**config.mk**
```make
export PLATFORM = sky130hd
export DESIGN_NAME = accel_activity_score_top
export DESIGN_NICKNAME = d
export VERILOG_FILES = /design/src/rtl/core/aas_pkg.sv /design/src/rtl/core/accel_activity_score_top.sv
export SDC_FILE = /design/constraint.sdc
export NUM_CORES = 2
export LEC_CHECK = 0
export ABC_AREA = 1
export BUFFER_PORTS_ARGS = -buffer_cell sky130_fd_sc_hd__clkbuf_2
export CAP_MARGIN = 40
export CORE_ASPECT_RATIO = 1.5
export CORE_MARGIN = 5
export CORE_UTILIZATION = 58
export DETAILED_ROUTE_END_ITERATION = 7
export GPL_TIMING_DRIVEN = 0
export HOLD_SLACK_MARGIN = 0.02
export PLACE_DENSITY_LB_ADDON = 0.12
export SYNTH_ARGS = -nofsm -noshare
export SYNTH_HDL_FRONTEND = slang
export SYNTH_SLANG_ARGS = --single-unit
```
**constraint.sdc**
```tcl
create_clock -name clock -period 6.6 [get_ports clock]
set_input_delay 1.32 -clock clock [delete_from_list [all_inputs] [get_ports clock]]
set_output_delay 1.32 -clock clock [all_outputs]
set_load 0.05 [all_outputs]
```
**src/rtl/core/aas_pkg.sv**
```systemverilog
// Package with shared types and constants of the activity score block.
package aas_pkg;

   localparam int unsigned RING_DEPTH_DEF = 8;
   localparam logic [14:0] FULL_SCORE = 15'd25600;
   localparam logic [14:0] ONE_G_COUNTS = 15'd16384;

   localparam logic [2:0] CSR_WINDOW_LENGTH = 3'd0;
   localparam logic [2:0] CSR_LOW_THRESHOLD = 3'd1;
   localparam logic [2:0] CSR_HIGH_THRESHOLD = 3'd2;
   localparam logic [2:0] CSR_SCORE_FLOOR = 3'd3;
   localparam logic [2:0] CSR_SCORE_CEILING = 3'd4;

   typedef enum logic [3:0] {
      ST_IDLE,
      ST_SQUARE,
      ST_ROOT,
      ST_ACCUM,
      ST_MEAN,
      ST_MAP_MUL,
      ST_MAP_DIV,
      ST_CLAMP,
      ST_RING_SUM,
      ST_RING_DIV,
      ST_OUT
   } state_type;

endpackage

```
**src/rtl/core/accel_activity_score_top.sv**
```systemverilog
// Top level of the accelerometer activity score block.
//
// A request that does not close a window passes through squaring of the three
// axes, the 17-step square root and the step that adds the deviation. A request
// that closes a window goes on through three 32-step restoring divides (window
// mean, linear map, ring mean), the clamp and ring write, and a walk over the
// score ring memory, one entry a cycle. The map divide is skipped when the mean
// lies at or outside the thresholds. A finished result waits in the output
// register; the next request is taken once the result has left. The score ring
// holds no reset state: only the filled entries are ever summed.
module accel_activity_score_top #(
   parameter int unsigned RING_DEPTH = aas_pkg::RING_DEPTH_DEF
) (
   input  logic               clock,
   input  logic               reset,
   input  logic               req_valid,
   output logic               req_stall,
   input  logic signed [15:0] req_accel_x,
   input  logic signed [15:0] req_accel_y,
   input  logic signed [15:0] req_accel_z,
   output logic               rsp_valid,
   input  logic               rsp_stall,
   output logic [14:0]        rsp_filtered_score,
   output logic [14:0]        rsp_window_score,
   output logic [15:0]        rsp_mean_deviation,
   input  logic               csr_write,
   input  logic [2:0]         csr_index,
   input  logic [15:0]        csr_data
);
   import aas_pkg::*;

   localparam int unsigned PW = (RING_DEPTH > 1) ? $clog2(RING_DEPTH) : 1;
   localparam int unsigned FW = $clog2(RING_DEPTH + 1);

   logic [7:0]  window_length_ff;
   logic [15:0] low_threshold_ff, high_threshold_ff;
   logic [14:0] score_floor_ff, score_ceiling_ff;

   state_type   state_ff, state_in;
   logic [15:0] ax_ff, ay_ff, az_ff;
   logic [33:0] sq_ff, sq_in;
   logic [33:0] rem_ff, rem_in;
   logic [16:0] root_ff, root_in;
   logic [4:0]  step_ff, step_in;
   logic [1:0]  axis_ff, axis_in;
   logic [23:0] dev_sum_ff, dev_sum_in;
   logic [7:0]  taken_ff, taken_in;
   logic [31:0] num_ff, num_in;
   logic [23:0] den_ff, den_in;
   logic [23:0] quo_ff, quo_in;
   logic [24:0] drem_ff, drem_in;
   logic [15:0] mean_ff, mean_in;
   logic [14:0] score_ff, score_in;
   logic [PW-1:0] pos_ff, pos_in;
   logic [FW-1:0] fill_ff, fill_in;
   logic [FW-1:0] rd_idx_ff, rd_idx_in;
   logic [23:0] ring_sum_ff, ring_sum_in;
   logic        out_valid_ff, out_valid_in;
   logic [14:0] out_filt_ff, out_filt_in;
   logic [14:0] out_win_ff, out_win_in;
   logic [15:0] out_mean_ff, out_mean_in;

   logic [14:0] ring_mem [RING_DEPTH];
   logic [14:0] ring_rd_ff;
   logic        ring_we;
   logic [PW-1:0] ring_raddr;

   logic [15:0] axis_mag;
   logic [31:0] axis_sq;
   logic [33:0] trial;
   logic [24:0] dshift;
   logic [16:0] dev;
   logic [7:0]  wl;
   logic [8:0]  count;
   logic [14:0] clamp_lo;

   always_ff @(posedge clock) begin
      if (reset) begin
         window_length_ff  <= 8'd50;
         low_threshold_ff  <= 16'd819;
         high_threshold_ff <= 16'd32768;
         score_floor_ff    <= 15'd0;
         score_ceiling_ff  <= FULL_SCORE;
      end else if (csr_write) begin
         case (csr_index)
            CSR_WINDOW_LENGTH:  window_length_ff  <= csr_data[7:0];
            CSR_LOW_THRESHOLD:  low_threshold_ff  <= csr_data;
            CSR_HIGH_THRESHOLD: high_threshold_ff <= csr_data;
            CSR_SCORE_FLOOR:    score_floor_ff    <= csr_data[14:0];
            CSR_SCORE_CEILING:  score_ceiling_ff  <= csr_data[14:0];
            default: ;
         endcase
      end
   end

   assign ring_raddr = rd_idx_ff[PW-1:0];

   always_ff @(posedge clock) begin
      if (ring_we) begin
         ring_mem[pos_ff] <= score_ff;
      end
      ring_rd_ff <= ring_mem[ring_raddr];
   end

   always_ff @(posedge clock) begin
      if (reset) begin
         state_ff     <= ST_IDLE;
         dev_sum_ff   <= '0;
         taken_ff     <= '0;
         pos_ff       <= '0;
         fill_ff      <= '0;
         out_valid_ff <= 1'b0;
      end else begin
         state_ff     <= state_in;
         dev_sum_ff   <= dev_sum_in;
         taken_ff     <= taken_in;
         pos_ff       <= pos_in;
         fill_ff      <= fill_in;
         out_valid_ff <= out_valid_in;
      end
   end

   always_ff @(posedge clock) begin
      if (state_ff == ST_IDLE && req_valid && !req_stall) begin
         ax_ff <= req_accel_x;
         ay_ff <= req_accel_y;
         az_ff <= req_accel_z;
      end
      sq_ff       <= sq_in;
      rem_ff      <= rem_in;
      root_ff     <= root_in;
      step_ff     <= step_in;
      axis_ff     <= axis_in;
      num_ff      <= num_in;
      den_ff      <= den_in;
      quo_ff      <= quo_in;
      drem_ff     <= drem_in;
      mean_ff     <= mean_in;
      score_ff    <= score_in;
      rd_idx_ff   <= rd_idx_in;
      ring_sum_ff <= ring_sum_in;
      out_filt_ff <= out_filt_in;
      out_win_ff  <= out_win_in;
      out_mean_ff <= out_mean_in;
   end

   always_comb begin
      state_in     = state_ff;
      sq_in        = sq_ff;
      rem_in       = rem_ff;
      root_in      = root_ff;
      step_in      = step_ff;
      axis_in      = axis_ff;
      dev_sum_in   = dev_sum_ff;
      taken_in     = taken_ff;
      num_in       = num_ff;
      den_in       = den_ff;
      quo_in       = quo_ff;
      drem_in      = drem_ff;
      mean_in      = mean_ff;
      score_in     = score_ff;
      pos_in       = pos_ff;
      fill_in      = fill_ff;
      rd_idx_in    = rd_idx_ff;
      ring_sum_in  = ring_sum_ff;
      out_valid_in = out_valid_ff;
      out_filt_in  = out_filt_ff;
      out_win_in   = out_win_ff;
      out_mean_in  = out_mean_ff;
      ring_we      = 1'b0;
      req_stall    = 1'b1;

      case (axis_ff)
         2'd0:    axis_mag = ax_ff[15] ? 16'(-ax_ff) : ax_ff;
         2'd1:    axis_mag = ay_ff[15] ? 16'(-ay_ff) : ay_ff;
         default: axis_mag = az_ff[15] ? 16'(-az_ff) : az_ff;
      endcase
      axis_sq = axis_mag * axis_mag;
      trial   = {rem_ff[31:0], sq_ff[33:32]} - {15'd0, root_ff, 2'b01};
      dshift  = {drem_ff[23:0], num_ff[31]};
      dev     = (root_ff >= 17'(ONE_G_COUNTS)) ? root_ff - 17'(ONE_G_COUNTS)
                                               : 17'(ONE_G_COUNTS) - root_ff;
      wl      = (window_length_ff == 8'd0) ? 8'd1 : window_length_ff;
      count   = {1'b0, taken_ff} + 9'd1;
      clamp_lo = (score_ff < score_floor_ff) ? score_floor_ff : score_ff;

      if (out_valid_ff && !rsp_stall) begin
         out_valid_in = 1'b0;
      end

      case (state_ff)
         ST_IDLE: begin
            req_stall = out_valid_ff;
            if (req_valid && !out_valid_ff) begin
               sq_in   = '0;
               axis_in = 2'd0;
               state_in = ST_SQUARE;
            end
         end
         ST_SQUARE: begin
            sq_in = sq_ff + {2'd0, axis_sq};
            if (axis_ff == 2'd2) begin
               rem_in   = '0;
               root_in  = '0;
               step_in  = '0;
               state_in = ST_ROOT;
            end else begin
               axis_in = axis_ff + 2'd1;
            end
         end
         ST_ROOT: begin
            sq_in = {sq_ff[31:0], 2'b00};
            if (!trial[33]) begin
               rem_in  = trial;
               root_in = {root_ff[15:0], 1'b1};
            end else begin
               rem_in  = {rem_ff[31:0], sq_ff[33:32]};
               root_in = {root_ff[15:0], 1'b0};
            end
            step_in = step_ff + 5'd1;
            if (step_ff == 5'd16) begin
               state_in = ST_ACCUM;
            end
         end
         ST_ACCUM: begin
            dev_sum_in = dev_sum_ff + 24'(dev);
            if (count < {1'b0, wl}) begin
               taken_in = count[7:0];
               state_in = ST_IDLE;
            end else begin
               num_in   = {8'd0, dev_sum_in};
               den_in   = 24'(count);
               quo_in   = '0;
               drem_in  = '0;
               step_in  = '0;
               taken_in = '0;
               dev_sum_in = '0;
               state_in = ST_MEAN;
            end
         end
         ST_MEAN, ST_MAP_DIV, ST_RING_DIV: begin
            num_in = {num_ff[30:0], 1'b0};
            if (dshift >= {1'b0, den_ff}) begin
               drem_in = dshift - {1'b0, den_ff};
               quo_in  = {quo_ff[22:0], 1'b1};
            end else begin
               drem_in = dshift;
               quo_in  = {quo_ff[22:0], 1'b0};
            end
            step_in = step_ff + 5'd1;
            if (step_ff == 5'd31) begin
               case (state_ff)
                  ST_MEAN: begin
                     mean_in  = quo_in[15:0];
                     state_in = ST_MAP_MUL;
                  end
                  ST_MAP_DIV: begin
                     score_in = quo_in[14:0];
                     state_in = ST_CLAMP;
                  end
                  default: begin
                     out_filt_in  = quo_in[14:0];
                     out_win_in   = score_ff;
                     out_mean_in  = mean_ff;
                     out_valid_in = 1'b1;
                     state_in     = ST_IDLE;
                  end
               endcase
            end
         end
         ST_MAP_MUL: begin
            quo_in  = '0;
            drem_in = '0;
            step_in = '0;
            if (mean_ff <= low_threshold_ff) begin
               score_in = '0;
               state_in = ST_CLAMP;
            end else if (mean_ff >= high_threshold_ff) begin
               score_in = FULL_SCORE;
               state_in = ST_CLAMP;
            end else begin
               num_in   = {16'd0, 16'(mean_ff - low_threshold_ff)} * {17'd0, FULL_SCORE};
               den_in   = 24'(high_threshold_ff - low_threshold_ff);
               state_in = ST_MAP_DIV;
            end
         end
         ST_CLAMP: begin
            score_in = (clamp_lo > score_ceiling_ff) ? score_ceiling_ff : clamp_lo;
            state_in = ST_OUT;
         end
         ST_OUT: begin
            ring_we = 1'b1;
            pos_in  = (32'(pos_ff) == RING_DEPTH - 1) ? '0 : pos_ff + PW'(1);
            if (32'(fill_ff) < RING_DEPTH) begin
               fill_in = fill_ff + FW'(1);
            end
            rd_idx_in   = '0;
            ring_sum_in = '0;
            step_in     = '0;
            state_in    = ST_RING_SUM;
         end
         ST_RING_SUM: begin
            if (step_ff != 5'd0) begin
               ring_sum_in = ring_sum_ff + 24'(ring_rd_ff);
            end
            step_in = 5'd1;
            if (rd_idx_ff == fill_ff) begin
               num_in   = {8'd0, ring_sum_in};
               den_in   = 24'(fill_ff);
               quo_in   = '0;
               drem_in  = '0;
               step_in  = '0;
               state_in = ST_RING_DIV;
            end else begin
               rd_idx_in = rd_idx_ff + FW'(1);
            end
         end
         default: state_in = ST_IDLE;
      endcase
   end

   assign rsp_valid          = out_valid_ff;
   assign rsp_filtered_score = out_filt_ff;
   assign rsp_window_score   = out_win_ff;
   assign rsp_mean_deviation = out_mean_ff;

`ifndef ASSERT_OFF
   a_fill_bound: assert property (@(posedge clock) disable iff (reset)
      32'(fill_ff) <= RING_DEPTH) else $error("ring fill exceeds depth");
   a_no_accept_busy: assert property (@(posedge clock) disable iff (reset)
      state_ff != ST_IDLE |-> req_stall) else $error("request taken while busy");
   a_rsp_hold: assert property (@(posedge clock) disable iff (reset)
      rsp_valid && rsp_stall |=> rsp_valid && $stable(rsp_filtered_score))
      else $error("result dropped while stalled");
   a_taken_bound: assert property (@(posedge clock) disable iff (reset)
      state_ff == ST_MEAN |-> taken_ff == 8'd0) else $error("window count not cleared");
`endif

endmodule

```
======== Word-level counts from Yosys, hierarchy flattened ========
Memories as Yosys holds them, arrays and structs flattened. A register that Yosys moved wholly into a read port is not among the register bits.
Index checks and enable logic that the tools add are counted.
W data, S select, Z words.
word-level totals
  register bits after elaboration ......... 452
  latch bits .............................. 0
  memory bits (writable) .................. 120
  memory bits (read-only) ................. 0
  input port bits ......................... 72
  output and inout bits ................... 48
  word-level logic and storage cells ...... 205
  memories ................................ 1
memory list
  memory    words  width  read ports  clocked after memory_dff  wr ports  line                            source
  ring_mem  8      15     1           1                         1         accel_activity_score_top.sv:63  logic [14:0] ring_mem [RING_DEPTH];
operators by class
  $add $sub $neg .......................... 18
  multipliers ............................. 2
  div/mod/pow operators ................... 0
  $lt $le $gt $ge ......................... 8
  eq/ne operators ......................... 32
  shift operators ......................... 0
  multiplexer cells ....................... 71
  bitwise gates (word level) .............. 1
  reductions and logical operators ........ 42
operator list
  cell              number
  $mux W24          9
  $mux W32          6
  $pmux W32 S4      1
  $mux W15          8
  $pmux W34 S3      1
  $pmux W24 S4      1
  $pmux W24 S3      1
  $pmux W32 S2      1
  $pmux W15 S4      1
  $mux W16          3
  $neg A16 Y16      3
  $pmux W24 S2      1
  $pmux W15 S3      1
  $pmux W4 S9       1
  $add A34 B32 Y34  1
  $mux W17          2
  $mux W34          1
  $pmux W17 S2      1
  $sub A34 B19 Y34  1
  $mul A16 B16 Y32  1
  $pmux W16 S2      1
  $ge A25 B24 Y1    1
  $pmux W5 S5       1
  $add A24 B15 Y24  1
  60 further kinds  125

======== Longest topological paths before layout ========
  word-level depth ........................ 6
  depth in mapped cells ................... 39

======== Worst setup path before layout ========
No wires, ideal clock.
  path type ............................... flip-flop to flip-flop
  from .................................... register ax_ff[0]
  to ...................................... register sq_ff[22], data pin
  setup time .............................. 0.253 ns
  arrival ................................. 6.259 ns
  data required time ...................... 6.347 ns
  setup slack ............................. 0.088 ns
  cell stages (with the launch flop) ...... 36
  period minus slack after synthesis ...... 6.512 ns
  cells stage by stage .................... edfxtp_1 > inv_1 > ha_1 > nand3_2 > nor2_2 > nand2_1 > nand2_2 > nand3_1 > nand2_1 > nand3_1 > nand2_2 > nand2_2 > buf_6 > nor2_1 > inv_1 > fa_1 > inv_1 > fa_1 > inv_1 > fa_1 > inv_1 > fa_1 > fa_1 > inv_1 > fa_1 > inv_1 > ha_1 > nand2_1 > nor2_1 > inv_1 > nor2_1 > nor2_1 > o21ai_0 > or2_2 > nand3_1 > nand2_1
between the ends
  word-level cells in the longest chain between the ends .. 6
RTL lines
  item                      line                             source
  start: declaration        accel_activity_score_top.sv:40   logic [15:0] ax_ff, ay_ff, az_ff;
  start signal: assignment  accel_activity_score_top.sv:125  ax_ff <= req_accel_x;
  $neg A16 Y16              accel_activity_score_top.sv:174  2'd0: axis_mag = ax_ff[15] ? 16'(-ax_ff) : ax_ff;
  $mux W16 (*)              accel_activity_score_top.sv:174
  $pmux W16 S2 (*)          accel_activity_score_top.sv:173  case (axis_ff)
  $mul A16 B16 Y32 (*)      accel_activity_score_top.sv:178  axis_sq = axis_mag * axis_mag;
  $add A34 B32 Y34 (*)      accel_activity_score_top.sv:201  sq_in = sq_ff + {2'd0, axis_sq};
  $pmux W34 S3 (*)          accel_activity_score_top.sv:191  case (state_ff)
  via sq_in[22]             accel_activity_score_top.sv:41   logic [33:0] sq_ff, sq_in;
  end signal: assignment    accel_activity_score_top.sv:129  sq_ff <= sq_in;
  end: declaration          accel_activity_score_top.sv:41
The timed path passes the listed nets; every way through them passes the cells marked *.
A chain may end at the register's enable or synchronous reset.

======== Worst setup path after layout ========
  from .................................... register ay_ff[1]
  to ...................................... register sq_ff[31], data pin
between the ends
  word-level cells in the longest chain between the ends .. 6
RTL lines
  item                      line                             source
  start: declaration        accel_activity_score_top.sv:40
  start signal: assignment  accel_activity_score_top.sv:126  ay_ff <= req_accel_y;
  $neg A16 Y16              accel_activity_score_top.sv:175  2'd1: axis_mag = ay_ff[15] ? 16'(-ay_ff) : ay_ff;
  $mux W16 (*)              accel_activity_score_top.sv:175
  $pmux W16 S2 (*)          accel_activity_score_top.sv:173
  $mul A16 B16 Y32 (*)      accel_activity_score_top.sv:178
  $add A34 B32 Y34 (*)      accel_activity_score_top.sv:201
  $pmux W34 S3 (*)          accel_activity_score_top.sv:191
  via sq_in[31]             accel_activity_score_top.sv:41
Marked as above.

==> results.md <==
- Status: finished, violations left
- Failing checks: negative setup slack
- Setup CP Type: reg -> reg
- DIE WIDTH: 234 um
- DRT antenna net count: 0
- Vias in the first global route: 37319
- Detailed-route via count: 37205
- Top cell type's share of synthesized area: 31.1%
- Worst slack at placement: -1.10 ns
- Largest net degree at the start of global routing: 43
- Cts hold-fix bufs: 0
- Avg Cell Area, Syn: 8.07 um2
- Crit-path most repeated cell: fa_1
- First-pass DRT Iterations: 7
- Fin crit period: 6.84 ns
- Port buffer count: 118
- Crit-path max FO: 6
- Syn nets: 6015
- Final worst slack: -0.245 ns
- Crit path from: ay_ff[1]
- Routed WL per cell: 18.6 um
- Slew headroom: 45.3%
- CTS tree: yes
- Dominant cell type by area after synthesis: edfxtp_1
- Clk sink count: 580
- Hold Crit Start: quo_ff[14]
- Yosys warns: 0
- Final net count: 6325
- Gpl congestion: 0.951
- Hold slack: 0.455 ns
- Critical Path RT: 7.00 ns
- Min-delay worst type: reg -> reg
- Layout Cell Area excl Fill: 0.0507 mm2
- Async SR Flop Fraction: 0%
- 1st-iter DRT viols: 2389
- Die ar.: 0.0808 mm2
- Initial antenna violation count: 0
- Die height: 346 um
- DP Wirelength: 97200 um
- First-pass GRT wire length: 194000 um
- Top cells by area, synth: edfxtp_1 (31%), nand2_1 (10%), fa_1 (9.7%), ha_1 (9.6%), inv_1 (8.4%)
- Max Cap Viol: 0
- Layout cells sized above 1: 14.0%
- CTS Buffer Depth: 3
- Slew Limit Fails: 0
- Critical path's slowest cell: fa_1
- CTS clk-pin slew, worst paths: 0.07 ns
- Layout area overhead: 16.4%
- Num CTS Buffers: 57
- Critical Path Source Type: flip-flop
- Final wirelength: 126000 um
- Critical R2R Launch: ay_ff[1]
- Area post-placement: 0.0458 mm2
- Ys flop type: edfxtp_1
- Setup violators final: 16
- Worst Path Arrival: 7.25 ns
- GRT Resource Usage Total: 30.4%
- Seq/Total Area, Yosys: 37.0%
- Synth unique cells: 58
- Clock Skews: 0.0284 ns
- Period utilization: 104%
- Cell area after synthesis: 0.0436 mm2
- Placement Rows: 123
- Drc violations: 0
- H-tree depth: 2
- Max incr delay on CP: 0.58 ns
- FMAX: 146 MHz
- Seq cells post-synth: 580
- Cell count after synthesis: 5397
- Clk Latency, worst-skew pair: 0.67 ns
- Worst slew pin tran: 0.818 ns
- Final hold vios: 0
- Initial Util: 58.2%
- CP Capture Type: flip-flop
- Overflow after GRT: 0
- Detail-routed via count per cell: 5.51
- Placeable core region: 0.0748 mm2
- Clk root buf: clkbuf_16
- RSZ-0062 raised after global routing: yes
- Ant. Diodes: 0
- Post-synth EDFFs: 451
- I/O Pins: 120
metrics by stage:
stage	util, %	cells	setup TNS, ns
finish	67.8	6756	-1.67
global route	67.8	6756	-6.34
CTS	66.8	6726	-0.0117
detailed placement	61.2	6535	-18.22
global placement	60.7	6515	-56.92
floorplan	-	5397	0
synthesized netlist by cell type, types with 23 or more instances:
| master | n |
|---|---|
| a21oi_1 | 328 |
| buf_2 | 30 |
| clkbuf_1 | 66 |
| dfxtp_1 | 129 |
| edfxtp_1 | 451 |
| fa_1 | 211 |
| ha_1 | 335 |
| inv_1 | 971 |
| inv_2 | 24 |
| nand2_1 | 1155 |
| nand3_1 | 333 |
| nand4_1 | 46 |
| nor2_1 | 585 |
| nor3_1 | 46 |
| o211ai_1 | 23 |
| o21ai_0 | 291 |
| xnor2_1 | 32 |
| xor2_1 | 70 |
registers in the layout (all words and copies together), names as in the netlist, 17 cells and up:
signal / count
rem_ff: 32
dev_sum_ff: 24
root_ff: 17
num_ff: 32
den_ff: 17
drem_ff: 24
sq_ff: 34
ring_mem: 120
ring_sum_ff: 24
worst max-delay path, delay by kind of cell (launching register included):
family	cells	cell delay (ns)
AOI/OAI and AO/OA	2	0.28
adders and majority gates	8	3.52
buffers and inverters	9	0.87
DFF	1	0.41
and+or+nand+nor	16	1.52
kinds of logic (layout without fill, tap and decap cells):
group	count (synthesis)	after routing	share of synthesized area, %
simple gates	2268	2268	21.8
buf+inv	1119	1478	10.0
compound gates	782	782	9.84
flops	580	580	37.0
fa+ha+maj	546	546	19.3
xor+xnor	102	102	2.05
repair_timing:
item | CTS | global route
gates resized for setup | 352 | 131
gates cloned | 1 | 0
setup buffers | 83 | 30
setup endpoints to repair | 24 | 23
pin swaps | 194 | 69
cell type report:
cell class                 instances  area (um2)
multi-input combinational       3698       24700
fill                            6144       24100
sequential                       580       16100
inverter                         997        3800
timing repair buffer             251        1940
clock buffer                      72        1630
tap                             1000        1250
buffer                           122         726
clock inverter                    36         523
final timing paths:
kind / slack, ns / to / depth (start not counted)
hold / removal: 0.46 / mean_ff[15] / 0
setup / recovery: -0.24 / sq_ff[31] / 35
setup reg to reg: -0.24 / sq_ff[31] / 35
hold reg to reg: 0.46 / mean_ff[15] / 0
layer usage:
metal,global-route usage (%),vias up,wire length [um]
li1,-,18092,-
met1,31.9,17461,43700
met2,56.9,1208,66400
met3,2.99,444,5830
met4,19.3,0,9780
met5,0,-,0
cells in the final DEF (no fill, tap or decap), types with 38 or more instances in the layout:
cell / netlist / final
clkbuf_2: 0 / 119
a21oi_1: 328 / 297
nand3_1: 333 / 309
dfxtp_1: 129 / 129
clkbuf_1: 66 / 70
inv_1: 971 / 914
ha_1: 335 / 312
nor2_4: 6 / 39
nand2_1: 1155 / 1096
nand2_2: 14 / 41
xor2_1: 70 / 70
nor3_1: 46 / 38
nor2_1: 585 / 530
edfxtp_1: 451 / 451
buf_4: 9 / 106
fa_1: 211 / 193
clkbuf_16: 0 / 62
o21ai_0: 291 / 262
inv_2: 24 / 69
nand4_1: 46 / 46
Power is not shown: default switching activity piles up to over one toggle a cycle in this logic, so the estimate is an artifact.
